## src/twm_pkg.sv

```systemverilog
package twm_pkg;

  localparam int CHARS_DEF  = 64;
  localparam int LEVELS_DEF = 32;

  localparam logic [7:0] SEP_CH  = 8'h2F;
  localparam logic [7:0] STAR_CH = 8'h2A;
  localparam logic [7:0] PLUS_CH = 8'h2B;

  typedef enum logic [1:0] {
    OP_TOPIC   = 2'd0,
    OP_PATTERN = 2'd1,
    OP_EVAL    = 2'd2,
    OP_NONE    = 2'd3
  } op_t;

  typedef enum logic [2:0] {
    S_IDLE,
    S_SPLIT,
    S_PREAD,
    S_PWAIT,
    S_CELL,
    S_TWAIT,
    S_CRD,
    S_CCMP
  } seq_state_t;

  typedef struct packed {
    logic done;
    logic matched;
    logic lost;
  } twm_res_t;

endpackage

```

## src/twm_ram.sv

```systemverilog
module twm_ram #(
  parameter int WIDTH = 8,
  parameter int DEPTH = 64
) (
  input  logic                     clk,
  input  logic                     we,
  input  logic [$clog2(DEPTH)-1:0] waddr,
  input  logic [WIDTH-1:0]         wdata,
  input  logic [$clog2(DEPTH)-1:0] raddr,
  output logic [WIDTH-1:0]         rdata
);

  logic [WIDTH-1:0] mem [DEPTH];

  always_ff @(posedge clk) begin
    if (we) begin
      mem[waddr] <= wdata;
    end
    rdata <= mem[raddr];
  end

endmodule

```

## src/twm_seq.sv

```systemverilog
module twm_seq
  import twm_pkg::*;
#(
  parameter int MAX_CHARS  = CHARS_DEF,
  parameter int MAX_LEVELS = LEVELS_DEF
) (
  input  logic                           clk,
  input  logic                           rst_n,
  input  logic                           start,
  input  logic [$clog2(MAX_CHARS):0]     tlen,
  input  logic [$clog2(MAX_CHARS):0]     plen,
  output logic [$clog2(MAX_CHARS)-1:0]   t_raddr,
  output logic [$clog2(MAX_CHARS)-1:0]   p_raddr,
  input  logic [7:0]                     t_rdata,
  input  logic [7:0]                     p_rdata,
  output twm_res_t                       res
);

  localparam int CW  = $clog2(MAX_CHARS);
  localparam int LW  = $clog2(MAX_LEVELS);
  localparam int JW  = $clog2(MAX_LEVELS + 1);
  localparam int NR  = MAX_LEVELS + 1;
  localparam int LEW = 2 * CW + 3;
  localparam int LDEPTH = 2 * (2 ** LW);

  seq_state_t state_r, state_nxt;

  logic          sel_r, sel_nxt;
  logic [CW:0]   acnt_r, acnt_nxt;
  logic          pend_r, pend_nxt;
  logic [CW-1:0] pidx_r, pidx_nxt;
  logic          inside_r, inside_nxt;
  logic          keep_r, keep_nxt;
  logic [JW-1:0] cnt_r, cnt_nxt;
  logic [CW-1:0] cstart_r, cstart_nxt;
  logic [CW:0]   clen_r, clen_nxt;
  logic          lost_r, lost_nxt;
  logic [JW-1:0] tn_r, tn_nxt;
  logic [JW-1:0] pn_r, pn_nxt;
  logic [JW-1:0] i_r, i_nxt;
  logic [JW-1:0] j_r, j_nxt;
  logic [CW-1:0] ps_r, ps_nxt;
  logic [CW:0]   pl_r, pl_nxt;
  logic          pstar_r, pstar_nxt;
  logic          pplus_r, pplus_nxt;
  logic [CW-1:0] ts_r, ts_nxt;
  logic [CW:0]   k_r, k_nxt;
  logic [NR-1:0] nrow_r, nrow_nxt;
  logic [NR-1:0] crow_r, crow_nxt;
  logic          res_r, res_nxt;
  logic          done_r, done_nxt;

  logic             lv_we;
  logic [LW:0]      lv_waddr;
  logic [LEW-1:0]   lv_wdata;
  logic [LW:0]      lv_raddr;
  logic [LEW-1:0]   lv_rdata;

  logic [7:0]    ch;
  logic [CW:0]   len_sel;
  logic          split_end;
  logic [NR-1:0] nshift;
  logic          nb;
  logic          cb;
  logic          fin;
  logic          fv;
  logic [CW:0]   e_len;
  logic [CW-1:0] e_start;
  logic [NR-1:0] crow_upd;

  twm_ram #(.WIDTH(LEW), .DEPTH(LDEPTH)) u_lvl (
    .clk   (clk),
    .we    (lv_we),
    .waddr (lv_waddr),
    .wdata (lv_wdata),
    .raddr (lv_raddr),
    .rdata (lv_rdata)
  );

  assign ch        = sel_r ? p_rdata : t_rdata;
  assign len_sel   = sel_r ? plen : tlen;
  assign split_end = !pend_r && (acnt_r == len_sel);
  assign nshift    = nrow_r >> 1;
  assign nb        = nshift[j_r];
  assign cb        = crow_r[j_r + JW'(1)];
  assign e_start   = lv_rdata[LEW-1 -: CW];
  assign e_len     = lv_rdata[CW+2 -: CW+1];

  // cell resolution: fin when the current table entry is known
  always_comb begin
    fin      = 1'b0;
    fv       = 1'b0;
    case (state_r)
      S_CELL: begin
        if (pstar_r && (i_r == pn_r - JW'(1))) begin
          fin = 1'b1;
          fv  = 1'b1;
        end else if (j_r == tn_r) begin
          fin = 1'b1;
        end else if (pstar_r) begin
          fin = 1'b1;
          fv  = nb | cb;
        end else if (pplus_r) begin
          fin = 1'b1;
          fv  = nb;
        end else if (!nb) begin
          fin = 1'b1;
        end
      end
      S_TWAIT: begin
        fin = (e_len != pl_r);
      end
      S_CCMP: begin
        if (t_rdata != p_rdata) begin
          fin = 1'b1;
        end else if (k_r + (CW+1)'(1) == pl_r) begin
          fin = 1'b1;
          fv  = 1'b1;
        end
      end
      default: ;
    endcase
    crow_upd      = crow_r;
    crow_upd[j_r] = fv;
  end

  always_comb begin
    state_nxt = state_r;
    case (state_r)
      S_IDLE:  if (start) state_nxt = S_SPLIT;
      S_SPLIT: begin
        if (split_end && sel_r) begin
          state_nxt = (cnt_r == '0) ? S_IDLE : S_PREAD;
        end
      end
      S_PREAD: state_nxt = S_PWAIT;
      S_PWAIT: state_nxt = S_CELL;
      S_CELL, S_TWAIT, S_CCMP: begin
        if (fin) begin
          if (j_r == '0) begin
            state_nxt = (i_r == '0) ? S_IDLE : S_PREAD;
          end else begin
            state_nxt = S_CELL;
          end
        end else if (state_r == S_CELL) begin
          state_nxt = S_TWAIT;
        end else begin
          state_nxt = S_CRD;
        end
      end
      S_CRD:   state_nxt = S_CCMP;
      default: state_nxt = S_IDLE;
    endcase
  end

  always_comb begin
    sel_nxt    = sel_r;
    acnt_nxt   = acnt_r;
    pend_nxt   = 1'b0;
    pidx_nxt   = pidx_r;
    inside_nxt = inside_r;
    keep_nxt   = keep_r;
    cnt_nxt    = cnt_r;
    cstart_nxt = cstart_r;
    clen_nxt   = clen_r;
    lost_nxt   = lost_r;
    tn_nxt     = tn_r;
    pn_nxt     = pn_r;
    i_nxt      = i_r;
    j_nxt      = j_r;
    ps_nxt     = ps_r;
    pl_nxt     = pl_r;
    pstar_nxt  = pstar_r;
    pplus_nxt  = pplus_r;
    ts_nxt     = ts_r;
    k_nxt      = k_r;
    nrow_nxt   = nrow_r;
    crow_nxt   = crow_r;
    res_nxt    = res_r;
    done_nxt   = 1'b0;
    lv_we      = 1'b0;
    lv_waddr   = '0;
    lv_wdata   = '0;
    lv_raddr   = '0;
    t_raddr    = acnt_r[CW-1:0];
    p_raddr    = acnt_r[CW-1:0];

    case (state_r)
      S_IDLE: begin
        if (start) begin
          sel_nxt    = 1'b0;
          acnt_nxt   = '0;
          inside_nxt = 1'b0;
          keep_nxt   = 1'b0;
          cnt_nxt    = '0;
          lost_nxt   = 1'b0;
        end
      end
      S_SPLIT: begin
        if (acnt_r != len_sel) begin
          pend_nxt = 1'b1;
          pidx_nxt = acnt_r[CW-1:0];
          acnt_nxt = acnt_r + (CW+1)'(1);
        end
        if (pend_r) begin
          if (ch == SEP_CH) begin
            inside_nxt = 1'b0;
          end else if (!inside_r) begin
            inside_nxt = 1'b1;
            if (cnt_r < JW'(MAX_LEVELS)) begin
              cstart_nxt = pidx_r;
              clen_nxt   = (CW+1)'(1);
              cnt_nxt    = cnt_r + JW'(1);
              keep_nxt   = 1'b1;
              lv_we      = 1'b1;
              lv_waddr   = {sel_r, cnt_r[LW-1:0]};
              lv_wdata   = {pidx_r, (CW+1)'(1), ch == STAR_CH, ch == PLUS_CH};
            end else begin
              lost_nxt = 1'b1;
              keep_nxt = 1'b0;
            end
          end else if (keep_r) begin
            clen_nxt = clen_r + (CW+1)'(1);
            lv_we    = 1'b1;
            lv_waddr = {sel_r, LW'(cnt_r - JW'(1))};
            lv_wdata = {cstart_r, clen_r + (CW+1)'(1), 1'b0, 1'b0};
          end
        end
        if (split_end) begin
          acnt_nxt   = '0;
          inside_nxt = 1'b0;
          keep_nxt   = 1'b0;
          cnt_nxt    = '0;
          if (!sel_r) begin
            tn_nxt  = cnt_r;
            sel_nxt = 1'b1;
          end else begin
            pn_nxt   = cnt_r;
            nrow_nxt = NR'(1) << tn_r;
            i_nxt    = cnt_r - JW'(1);
            if (cnt_r == '0) begin
              res_nxt  = (tn_r == '0);
              done_nxt = 1'b1;
            end
          end
        end
      end
      S_PREAD: begin
        lv_raddr = {1'b1, i_r[LW-1:0]};
      end
      S_PWAIT: begin
        ps_nxt    = e_start;
        pl_nxt    = e_len;
        pstar_nxt = lv_rdata[1];
        pplus_nxt = lv_rdata[0];
        j_nxt     = tn_r;
      end
      S_CELL: begin
        lv_raddr = {1'b0, j_r[LW-1:0]};
      end
      S_TWAIT: begin
        ts_nxt = e_start;
        k_nxt  = '0;
      end
      S_CRD: begin
        t_raddr = ts_r + k_r[CW-1:0];
        p_raddr = ps_r + k_r[CW-1:0];
      end
      S_CCMP: begin
        k_nxt = k_r + (CW+1)'(1);
      end
      default: ;
    endcase

    if (fin) begin
      crow_nxt = crow_upd;
      if (j_r == '0) begin
        nrow_nxt = crow_upd;
        if (i_r == '0) begin
          res_nxt  = fv;
          done_nxt = 1'b1;
        end else begin
          i_nxt = i_r - JW'(1);
        end
      end else begin
        j_nxt = j_r - JW'(1);
      end
    end
  end

  always_ff @(posedge clk) begin
    if (!rst_n) begin
      state_r <= S_IDLE;
      pend_r  <= 1'b0;
      done_r  <= 1'b0;
    end else begin
      state_r <= state_nxt;
      pend_r  <= pend_nxt;
      done_r  <= done_nxt;
    end
    sel_r    <= sel_nxt;
    acnt_r   <= acnt_nxt;
    pidx_r   <= pidx_nxt;
    inside_r <= inside_nxt;
    keep_r   <= keep_nxt;
    cnt_r    <= cnt_nxt;
    cstart_r <= cstart_nxt;
    clen_r   <= clen_nxt;
    lost_r   <= lost_nxt;
    tn_r     <= tn_nxt;
    pn_r     <= pn_nxt;
    i_r      <= i_nxt;
    j_r      <= j_nxt;
    ps_r     <= ps_nxt;
    pl_r     <= pl_nxt;
    pstar_r  <= pstar_nxt;
    pplus_r  <= pplus_nxt;
    ts_r     <= ts_nxt;
    k_r      <= k_nxt;
    nrow_r   <= nrow_nxt;
    crow_r   <= crow_nxt;
    res_r    <= res_nxt;
  end

  assign res.done    = done_r;
  assign res.matched = res_r;
  assign res.lost    = lost_r;

endmodule

```

## src/topic_wildcard_matcher_top.sv

```systemverilog
// channel | ports                                   | direction
// in      | in_valid in_stall in_operation in_char_byte | input transaction
// out     | out_valid out_stall out_matched out_overflowed | result transaction
//
// One append transaction may follow every cycle while no evaluation is busy.
// Evaluate: split of both strings into levels, then one pattern row at a time
// (last level first), resolved one topic level per cell; a plain level that
// must be compared reads its topic level entry and then compares byte by byte.
// The level RAM is shared by topic and pattern levels and has one read port.
// Reset (rst_n low, synchronous) empties both strings and clears the flag;
// in_stall is high while evaluating and for an evaluate while a result waits.
module topic_wildcard_matcher_top
  import twm_pkg::*;
#(
  parameter int MAX_CHARS  = CHARS_DEF,
  parameter int MAX_LEVELS = LEVELS_DEF
) (
  input  logic       clk,
  input  logic       rst_n,
  input  logic       in_valid,
  output logic       in_stall,
  input  logic [1:0] in_operation,
  input  logic [7:0] in_char_byte,
  output logic       out_valid,
  input  logic       out_stall,
  output logic       out_matched,
  output logic       out_overflowed
);

  localparam int CW = $clog2(MAX_CHARS);

  logic [CW:0]   tlen_r, tlen_nxt;
  logic [CW:0]   plen_r, plen_nxt;
  logic          trunc_r, trunc_nxt;
  logic          busy_r, busy_nxt;
  logic          out_valid_r, out_valid_nxt;
  logic          out_matched_r, out_matched_nxt;
  logic          out_overflowed_r, out_overflowed_nxt;

  logic          acc;
  logic          eval_go;
  logic          t_we, p_we;
  logic [CW-1:0] t_raddr, p_raddr;
  logic [7:0]    t_rdata, p_rdata;
  twm_res_t      res;

  assign in_stall = busy_r || (out_valid_r && (in_operation == OP_EVAL));
  assign acc      = in_valid && !in_stall;
  assign eval_go  = acc && (in_operation == OP_EVAL);
  assign t_we     = acc && (in_operation == OP_TOPIC) && (tlen_r < (CW+1)'(MAX_CHARS));
  assign p_we     = acc && (in_operation == OP_PATTERN) && (plen_r < (CW+1)'(MAX_CHARS));

  twm_ram #(.WIDTH(8), .DEPTH(MAX_CHARS)) u_topic (
    .clk   (clk),
    .we    (t_we),
    .waddr (tlen_r[CW-1:0]),
    .wdata (in_char_byte),
    .raddr (t_raddr),
    .rdata (t_rdata)
  );

  twm_ram #(.WIDTH(8), .DEPTH(MAX_CHARS)) u_pattern (
    .clk   (clk),
    .we    (p_we),
    .waddr (plen_r[CW-1:0]),
    .wdata (in_char_byte),
    .raddr (p_raddr),
    .rdata (p_rdata)
  );

  twm_seq #(.MAX_CHARS(MAX_CHARS), .MAX_LEVELS(MAX_LEVELS)) u_seq (
    .clk     (clk),
    .rst_n   (rst_n),
    .start   (eval_go),
    .tlen    (tlen_r),
    .plen    (plen_r),
    .t_raddr (t_raddr),
    .p_raddr (p_raddr),
    .t_rdata (t_rdata),
    .p_rdata (p_rdata),
    .res     (res)
  );

  always_comb begin
    tlen_nxt           = tlen_r;
    plen_nxt           = plen_r;
    trunc_nxt          = trunc_r;
    busy_nxt           = busy_r;
    out_valid_nxt      = out_valid_r && out_stall;
    out_matched_nxt    = out_matched_r;
    out_overflowed_nxt = out_overflowed_r;
    if (acc) begin
      case (in_operation)
        OP_TOPIC: begin
          if (t_we) tlen_nxt = tlen_r + (CW+1)'(1);
          else      trunc_nxt = 1'b1;
        end
        OP_PATTERN: begin
          if (p_we) plen_nxt = plen_r + (CW+1)'(1);
          else      trunc_nxt = 1'b1;
        end
        OP_EVAL: busy_nxt = 1'b1;
        default: ;
      endcase
    end
    if (res.done) begin
      busy_nxt           = 1'b0;
      out_valid_nxt      = 1'b1;
      out_matched_nxt    = res.matched;
      out_overflowed_nxt = trunc_r || res.lost;
      tlen_nxt           = '0;
      plen_nxt           = '0;
      trunc_nxt          = 1'b0;
    end
  end

  always_ff @(posedge clk) begin
    if (!rst_n) begin
      tlen_r      <= '0;
      plen_r      <= '0;
      trunc_r     <= 1'b0;
      busy_r      <= 1'b0;
      out_valid_r <= 1'b0;
    end else begin
      tlen_r      <= tlen_nxt;
      plen_r      <= plen_nxt;
      trunc_r     <= trunc_nxt;
      busy_r      <= busy_nxt;
      out_valid_r <= out_valid_nxt;
    end
    out_matched_r    <= out_matched_nxt;
    out_overflowed_r <= out_overflowed_nxt;
  end

  assign out_valid      = out_valid_r;
  assign out_matched    = out_matched_r;
  assign out_overflowed = out_overflowed_r;

  a_go_idle: assert property (@(posedge clk) disable iff (!rst_n)
    eval_go |-> !busy_r && !out_valid_r)
    else $error("evaluate started while busy or result pending");

  a_done_busy: assert property (@(posedge clk) disable iff (!rst_n)
    res.done |-> busy_r)
    else $error("evaluation finished while not busy");

  a_len_cap: assert property (@(posedge clk) disable iff (!rst_n)
    (tlen_r <= (CW+1)'(MAX_CHARS)) && (plen_r <= (CW+1)'(MAX_CHARS)))
    else $error("string length beyond capacity");

  a_clear: assert property (@(posedge clk) disable iff (!rst_n)
    res.done |=> tlen_r == '0 && plen_r == '0 && out_valid_r)
    else $error("strings not cleared after evaluate");

endmodule
```

## config.mk

```make
export PLATFORM = sky130hd
export DESIGN_NAME = topic_wildcard_matcher_top
export DESIGN_NICKNAME = d
export VERILOG_FILES = /design/src/twm_pkg.sv /design/src/twm_ram.sv /design/src/twm_seq.sv /design/src/topic_wildcard_matcher_top.sv
export SDC_FILE = /design/constraint.sdc
export NUM_CORES = 2
export LEC_CHECK = 0
export BUFFER_PORTS_ARGS = -buffer_cell sky130_fd_sc_hd__buf_2
export CAP_MARGIN = 5
export CORE_UTILIZATION = 40
export CTS_BUF_LIST = sky130_fd_sc_hd__clkbuf_4 sky130_fd_sc_hd__clkbuf_8
export DETAILED_ROUTE_END_ITERATION = 10
export PLACE_DENSITY_LB_ADDON = 0.3
export REMOVE_ABC_BUFFERS = 1
export SYNTH_ARGS = -nofsm -noshare
export SYNTH_HDL_FRONTEND = slang
export SYNTH_HIERARCHICAL = 1
export SYNTH_SLANG_ARGS = --single-unit
```

## constraint.sdc

```tcl
create_clock -name clk -period 6.5 [get_ports clk]
set_clock_uncertainty 0.15 [all_clocks]
set_input_delay 1.3 -clock clk [delete_from_list [all_inputs] [get_ports clk]]
set_output_delay 1.3 -clock clk [all_outputs]
set_load 0.02 [all_outputs]
```

# ---- Word level (Yosys, flattened, before mapping)
# Memories as Yosys holds them, arrays and structs flattened. A register that Yosys moved wholly into a read port is not among the register bits.
# Index checks and enable logic that the tools add are counted.
dict set report word_totals {
  reg_bits 179
  ramBits 1984
  inputBits 14
  out_inout_bits 4
  elab_cells 262
  n_memories 3
}
dict set report op_classes {
  add_sub_neg 13
  n_lt_le_gt_ge 6
  eq_ne 34
  shift 1
  mux 123
  bitwise 5
  n_reduce_logical 45
}
# name words width read_ports rd_clocked_by_memory_dff wr line_no
set mem_list {}
lappend mem_list {u_seq.u_lvl.mem 64 15 1 1 1 twm_ram.sv:13} ;# logic [WIDTH-1:0] mem [DEPTH];
lappend mem_list {u_pattern.mem 64 8 1 1 1 twm_ram.sv:13}
lappend mem_list {u_topic.mem 64 8 1 1 1 twm_ram.sv:13}
# op count
set ops {}
lappend ops {{two-way mux 33 bit} 5}
lappend ops {{two-way mux 6 bit} 23}
lappend ops {{two-way mux 15 bit} 6}
lappend ops {{two-way mux 1 bit} 58}
lappend ops {{two-way mux 7 bit} 7}
lappend ops {{adder 7 x 1 -> 7 bit (second input constant)} 5}
lappend ops {{bitwise mux 33 bit} 1}
lappend ops {{<< shifter 1 x 6 -> 33 bit (first input constant)} 1}
lappend ops {{case mux 7 bit (2 select lines)} 2}
lappend ops {{== test 8 x 6 -> 1 bit (second input constant)} 3}
lappend ops {{logical NOT 6 bit} 4}
lappend ops {{case mux 6 bit (2 select lines)} 2}
lappend ops {{subtractor 6 x 1 -> 6 bit (second input constant)} 4}
lappend ops {{AND reduction 3 bit} 7}
lappend ops {{case mux 3 bit (6 select lines)} 1}
lappend ops {{AND reduction 5 bit} 3}
lappend ops {{== test 7 bit} 2}
lappend ops {{less-than comparator 6 x 7 -> 1 bit (second input constant)} 2}
lappend ops {{less-than comparator 7 bit (second input constant)} 2}
lappend ops {{inequality test 2 bit (second input constant)} 7}
lappend ops {{inequality test 7 bit} 2}
lappend ops {{adder 6 x 1 -> 6 bit (second input constant)} 2}
lappend ops {{adder 6 bit} 2}
lappend ops {{binary-select mux 1 bit (select 6 bit)} 2}
lappend ops {{other kinds (32)} 74}

# ---- Logic depth before layout (Yosys ltp)
dict set report depth {
  ltp_word 11
  mapped_depth 16
  ltp_nobuf 13
}

# ---- By module
# Netlist, hierarchy kept.
# mod n_inst cells_each area_per_inst_um2 seq_area_each_um2
set modules_own_cells {}
lappend modules_own_cells {{twm_ram at u_seq.u_lvl} 1 1638 37189.4 29127.9}
lappend modules_own_cells {{twm_ram at u_pattern} 1 972 20190.6 15534.9}
lappend modules_own_cells {{twm_ram at u_topic} 1 940 20166.8 15534.9}
lappend modules_own_cells {twm_seq 1 951 9439.1 4274.1}
lappend modules_own_cells {topic_wildcard_matcher_top 1 98 910.9 400.4}

# ---- Worst setup path after synthesis
# OpenSTA, ideal clock, no wires.
dict set report synth_path {
  kind {register to register}
  start {register u_seq.sel_r}
  end {memory u_seq/u_lvl/mem[0][7] (netlist bit) (data pin)}
  setup_ns 0.681
  arrival_ns 3.883
  t_required_ns 5.669
  setup_slack_ns 1.786
  stages_incl_launch_ff 9
  path_buffers 2
  period_less_slack_ns 4.714
  cell_sequence {edfxtp_1 buf_2 buf_2 mux2i_1 a21oi_1 nor2b_1 nor2_1 nand2_1 nor3_1}
}
dict set report synth_between {
  elab_chain_len 5
}
# element line_no
set synth_rtl {}
lappend synth_rtl {{start: declaration} twm_seq.sv:28} ;# logic sel_r, sel_nxt;
lappend synth_rtl {{start signal: assignment} twm_seq.sv:301} ;# sel_r <= sel_nxt;
lappend synth_rtl {{two-way mux 8 bit} twm_seq.sv:80} ;# assign ch = sel_r ? p_rdata : t_rdata;
lappend synth_rtl {{== test 8 x 6 -> 1 bit} twm_seq.sv:206} ;# if (ch == SEP_CH) begin
lappend synth_rtl {{two-way mux 15 bit} twm_seq.sv:206}
lappend synth_rtl {{two-way mux 15 bit} twm_seq.sv:205} ;# if (pend_r) begin
lappend synth_rtl {{two-way mux 15 bit} twm_seq.sv:188} ;# case (state_r)
lappend synth_rtl {{via u_seq.lv_wdata[7]} twm_seq.sv:55} ;# logic [LEW-1:0] lv_wdata;
lappend synth_rtl {{end: declaration} twm_ram.sv:13}
# The timed path passes the listed nets, and every way through them passes these cells.

# ---- Worst setup path after layout
dict set report layout_path {
  start {register u_seq.sel_r}
  end {memory u_seq/u_lvl/mem[48][3] (netlist bit) (enable)}
}
dict set report layout_between {
  word_cells_on_any_way 13
  classes_between {eq/ne (1); mux (12)}
}
# element line_no
set layout_lines {}
lappend layout_lines {{two-way mux 8 bit} twm_seq.sv:80}
lappend layout_lines {{== test 8 x 6 -> 1 bit} twm_seq.sv:206}
lappend layout_lines {{two-way mux 6 bit} twm_seq.sv:206}
lappend layout_lines {{two-way mux 6 bit} twm_seq.sv:205}
lappend layout_lines {{two-way mux 6 bit} twm_seq.sv:188}
lappend layout_lines {{via u_seq.lv_waddr[3]} twm_seq.sv:54} ;# logic [LW:0] lv_waddr;
# The timed path passes the listed nets, and every way through them passes these cells.

==> flow_summary.yaml <==
synthesis:
  yosysTopAreaCell: "edfxtp_1"
  yosysMostFrequentCell: "edfxtp_1"
  synth-adder-area-share_pct: 0.3730
  mappedNetlistArea_um2: 87900
  synth_top_area_share_pct: 71.57
  yosys.area_share.simple_pct: 4.443
  yosys_warnings: 6
  synth_edf_count: 2095
  dominantRegCellSynth: "edfxtp_1"
  avgSynthCellArea_um2: 19.11
  synthCells: 4599
  synthXorXnorAreaFrac_pct: 0.8655
  synth_mux_area_share_pct: 15.17
  ys_ff_latch: 2193
  synth_compound_area_share_pct: 3.505
  async_reset_ff_share_pct: 0
  synthTopCellsByArea: "edfxtp_1 72%, mux4_2 13%, dfxtp_1 2.2%"
  ys_top_cells_by_count: "2095 x edfxtp_1, 501 x mux4_2, 322 x nor2_1"
  synth-seq-area-share_pct: 73.80
  synth_top_family_by_area: "multiplexers"
  synthDistinctLibCells: 84
power_and_ir_drop:
  p_sw_share_pct: 21.40
  max-vdd-ir-drop_mv: 0.2264
  intPower_mw: 22.03
  combPwrFrac_pct: 3.4
  powerDensity_nw_per_um2: 283.8
  p_seq_share_pct: 55.3
  p_leak_nw: 31.47
  switchingPower_mw: 5.998
  clockPowerShare_pct: 41.3
detailed_routing:
  routedWlPerCell_um: 26.39
  antenna_left: 0
  drt_iter0_markers: 4452
  drc: 0
  avgViaCountPerCell: 5.654
  wl_um: 211600
  dr_total_vias: 45320
  first_pass_iters: 6
clocking:
  post_cts_buffers: 0
  max-clock-path-buffers: 4
  cts_resized: 0
  clockRootBuffer: "clkbuf_8"
  clk-insertion-delay-late_ns: 1.05
  cts_made_buffers: 368
  cts_sinks: 2193
  clk_pin_slew_ns: 0.06
  hold_buffers: 0
  cts_tree: "built"
  h-tree-depth: 5
timing:
  hold_slack_ns: 0.2896
  setup_viol: 0
  drv_slew: 0
  tightest_slew_ns: 1.311
  period_share_pct: 82.08
  fmax_mhz: 187.4
  timing.slew.headroom_pct: 10.32
  rsz0062_at_grt: "no"
  hold_viol: 0
  min_period_ns: 5.335
critical_path:
  critical_path_class: "reg -> reg"
  critPathMaxFanout: 17
  crit_chain: "inv_1, or3_1, a21oi_1, nor2b_1, nor2_1, o21ai_0, a21o_1, nor2_1, nor2b_1, nand4b_1, nor3_2"
  end_kind: "flop"
  path_delay_family: "simple AND/OR/NAND/NOR gates"
  cp_num_cells: 11
  r2r_setup_slack_ns: 1.16
  crit_slowest_cell: "nor3_2"
  max_stage_delay_ns: 1.03
  critPathBufInv: 1
  r2r-end: "u_seq/u_lvl/mem[48][3]"
  cp-startpoint: "u_seq/sel_r"
  timing.critical_path.to: "u_seq/u_lvl/mem[48][3]"
  reg2regPathDepth: 11
  r2r_start: "u_seq/sel_r"
  cp.required_ns: 6.98
  cp.arrival_ns: 5.81
  start_kind: "flop"
final_layout:
  seqCellArea_um2: 64870
  final_layout_size_suffix_gt1_share_pct: 26.39
  syn_to_final_growth_pct: 12.35
  stdcell_area_um2: 98750
  fillers: 18450
  fin_nets: 4932
  multi_input_area_um2: 21700
hold_path:
  holdCritStartpoint: "u_seq/pidx_r[4]"
  hold_path.class: "reg -> reg"
outcome:
  status: "finished clean"
die:
  die_h_um: 470.8
  ios: 18
  core_area_um2: 217800
  die_area_um2: 221600
  rows: 171
  fp.dieW_um: 470.8
  start_util_pct: 40.36
grt:
  grt_pass1_wl_um: 313700
  grt_max_degree: 97
  gr-usage-all-layers_pct: 19.03
  antenna_found_initial: 5
  grt_pass1_vias: 46170
  gr-total-overflow: 0
job:
  maxCapViolations: 0
placed_design:
  dpl.hpwl_um: 130700
  io_buffers: 17
  gp_congestion: 0.8568
  place_area_um2: 91900
[worst min path at each step]
| stage | end | depth (start not counted) |
|---|---|---|
| after floorplan | u_seq/pplus_r | 0 |
| after global placement | u_seq/cstart_r[4] | 0 |
| after detailed placement | u_seq/cstart_r[4] | 0 |
| after CTS | u_seq/cstart_r[4] | 0 |
| after global routing | u_seq/cstart_r[4] | 0 |
| final | u_seq/cstart_r[4] | 0 |
[layer usage]
| layer | global-route usage, % | share of wire (%) |
|---|---|---|
| met3 | 3.402 | 6.4 |
| met2 | 29.87 | 47 |
| met5 | 0 | 0.015 |
| met4 | 6.582 | 3.0 |
| met1 | 26.72 | 43 |
[per-stage QoR]
stage	TNS, ns	setup slack (ns)	cells	total power [mW]	util [%]
2_1_floorplan	-497.97	-29.21	4329	16.45	-
3_3_place_gp	0	1.347	7376	16.74	42.19
3_5_place_dp	0	1.240	7377	16.75	42.19
4_1_cts	0	1.173	8007	28.34	45.33
5_1_grt	0	0.8507	8013	29.03	45.34
6_report	0	1.165	8016	28.03	45.34
[state kept, by name (all words and copies together), names as in the netlist, 3 cells and up, named ones only]
register and flops:
u_seq/pl_r 7, u_seq/tn_r 6, u_seq/k_r 7, u_seq/u_lvl/rdata 15
u_seq/cstart_r 6, u_seq/pidx_r 6, u_pattern/rdata 8, u_seq/nrow_r 32
u_seq/u_lvl/mem 960, u_seq/clen_r 7, u_seq/acnt_r 7, u_seq/ps_r 6
u_seq/cnt_r 6, u_seq/crow_r 32, u_pattern/mem 512, u_seq/i_r 6
plen_r 7, u_seq/j_r 6, u_topic/mem 512, u_topic/rdata 8
u_seq/pn_r 6, u_seq/ts_r 6, u_seq/state_r 3, tlen_r 7
[power by group through the flow]
stage | clock (mW) | sequential (mW) | combinational [mW]
final | 11.6 | 15.5 | 0.960
after detailed placement | 0 | 15.8 | 0.965
after floorplan | 0 | 15.8 | 0.692
after global routing | 12.5 | 15.5 | 1.03
after CTS | 11.9 | 15.5 | 0.967
after global placement | 0 | 15.8 | 0.952
[cell families (layout without fill, tap and decap cells)]
| logic type | count (synthesis) | count (layout) |
|---|---|---|
| flip-flops | 2193 | 2193 |
| AND/OR/NAND/NOR | 813 | 813 |
| multiplexers | 698 | 698 |
| AO/OA/AOI/OAI | 471 | 471 |
| buffers and inverters | 317 | 871 |
| XOR/XNOR | 82 | 82 |
| adder cells (fa/ha/maj) | 25 | 25 |
| other | 0 | 9 |
[final cells by class]
type | instances | area share (%)
repair buffers | 194 | 1.601
flip-flops and latches | 2193 | 65.69
inverters | 47 | 0.1786
diodes | 9 | 0.02281
well taps | 2854 | 3.616
multi-input cells | 2089 | 21.98
clock inverters | 137 | 0.7323
clock buffers | 493 | 6.180
[cells in the final DEF (no fill, tap or decap), types with 14 or more instances in the layout]
cell type	count
a21o_1	19
clkinv_2	34
clkbuf_8	384
nand2b_1	27
nor3_1	57
a31oi_1	38
nand3_1	80
mux4_2	501
or3_1	15
and3_1	17
a2111oi_0	16
a21oi_1	130
mux2i_1	144
o221ai_1	29
o22ai_1	62
mux2_2	52
nand2_1	123
inv_1	43
nor4_1	18
buf_4	172
dfxtp_1	98
nor2_1	315
nor2b_1	44
clkinv_1	93
xor2_1	47
o21ai_0	51
clkbuf_4	109
ha_1	23
a22oi_1	17
xnor2_1	32
nand4_1	15
nand3b_1	14
edfxtp_1	2095
No activity file was read; power rests on OpenSTA's default activity.
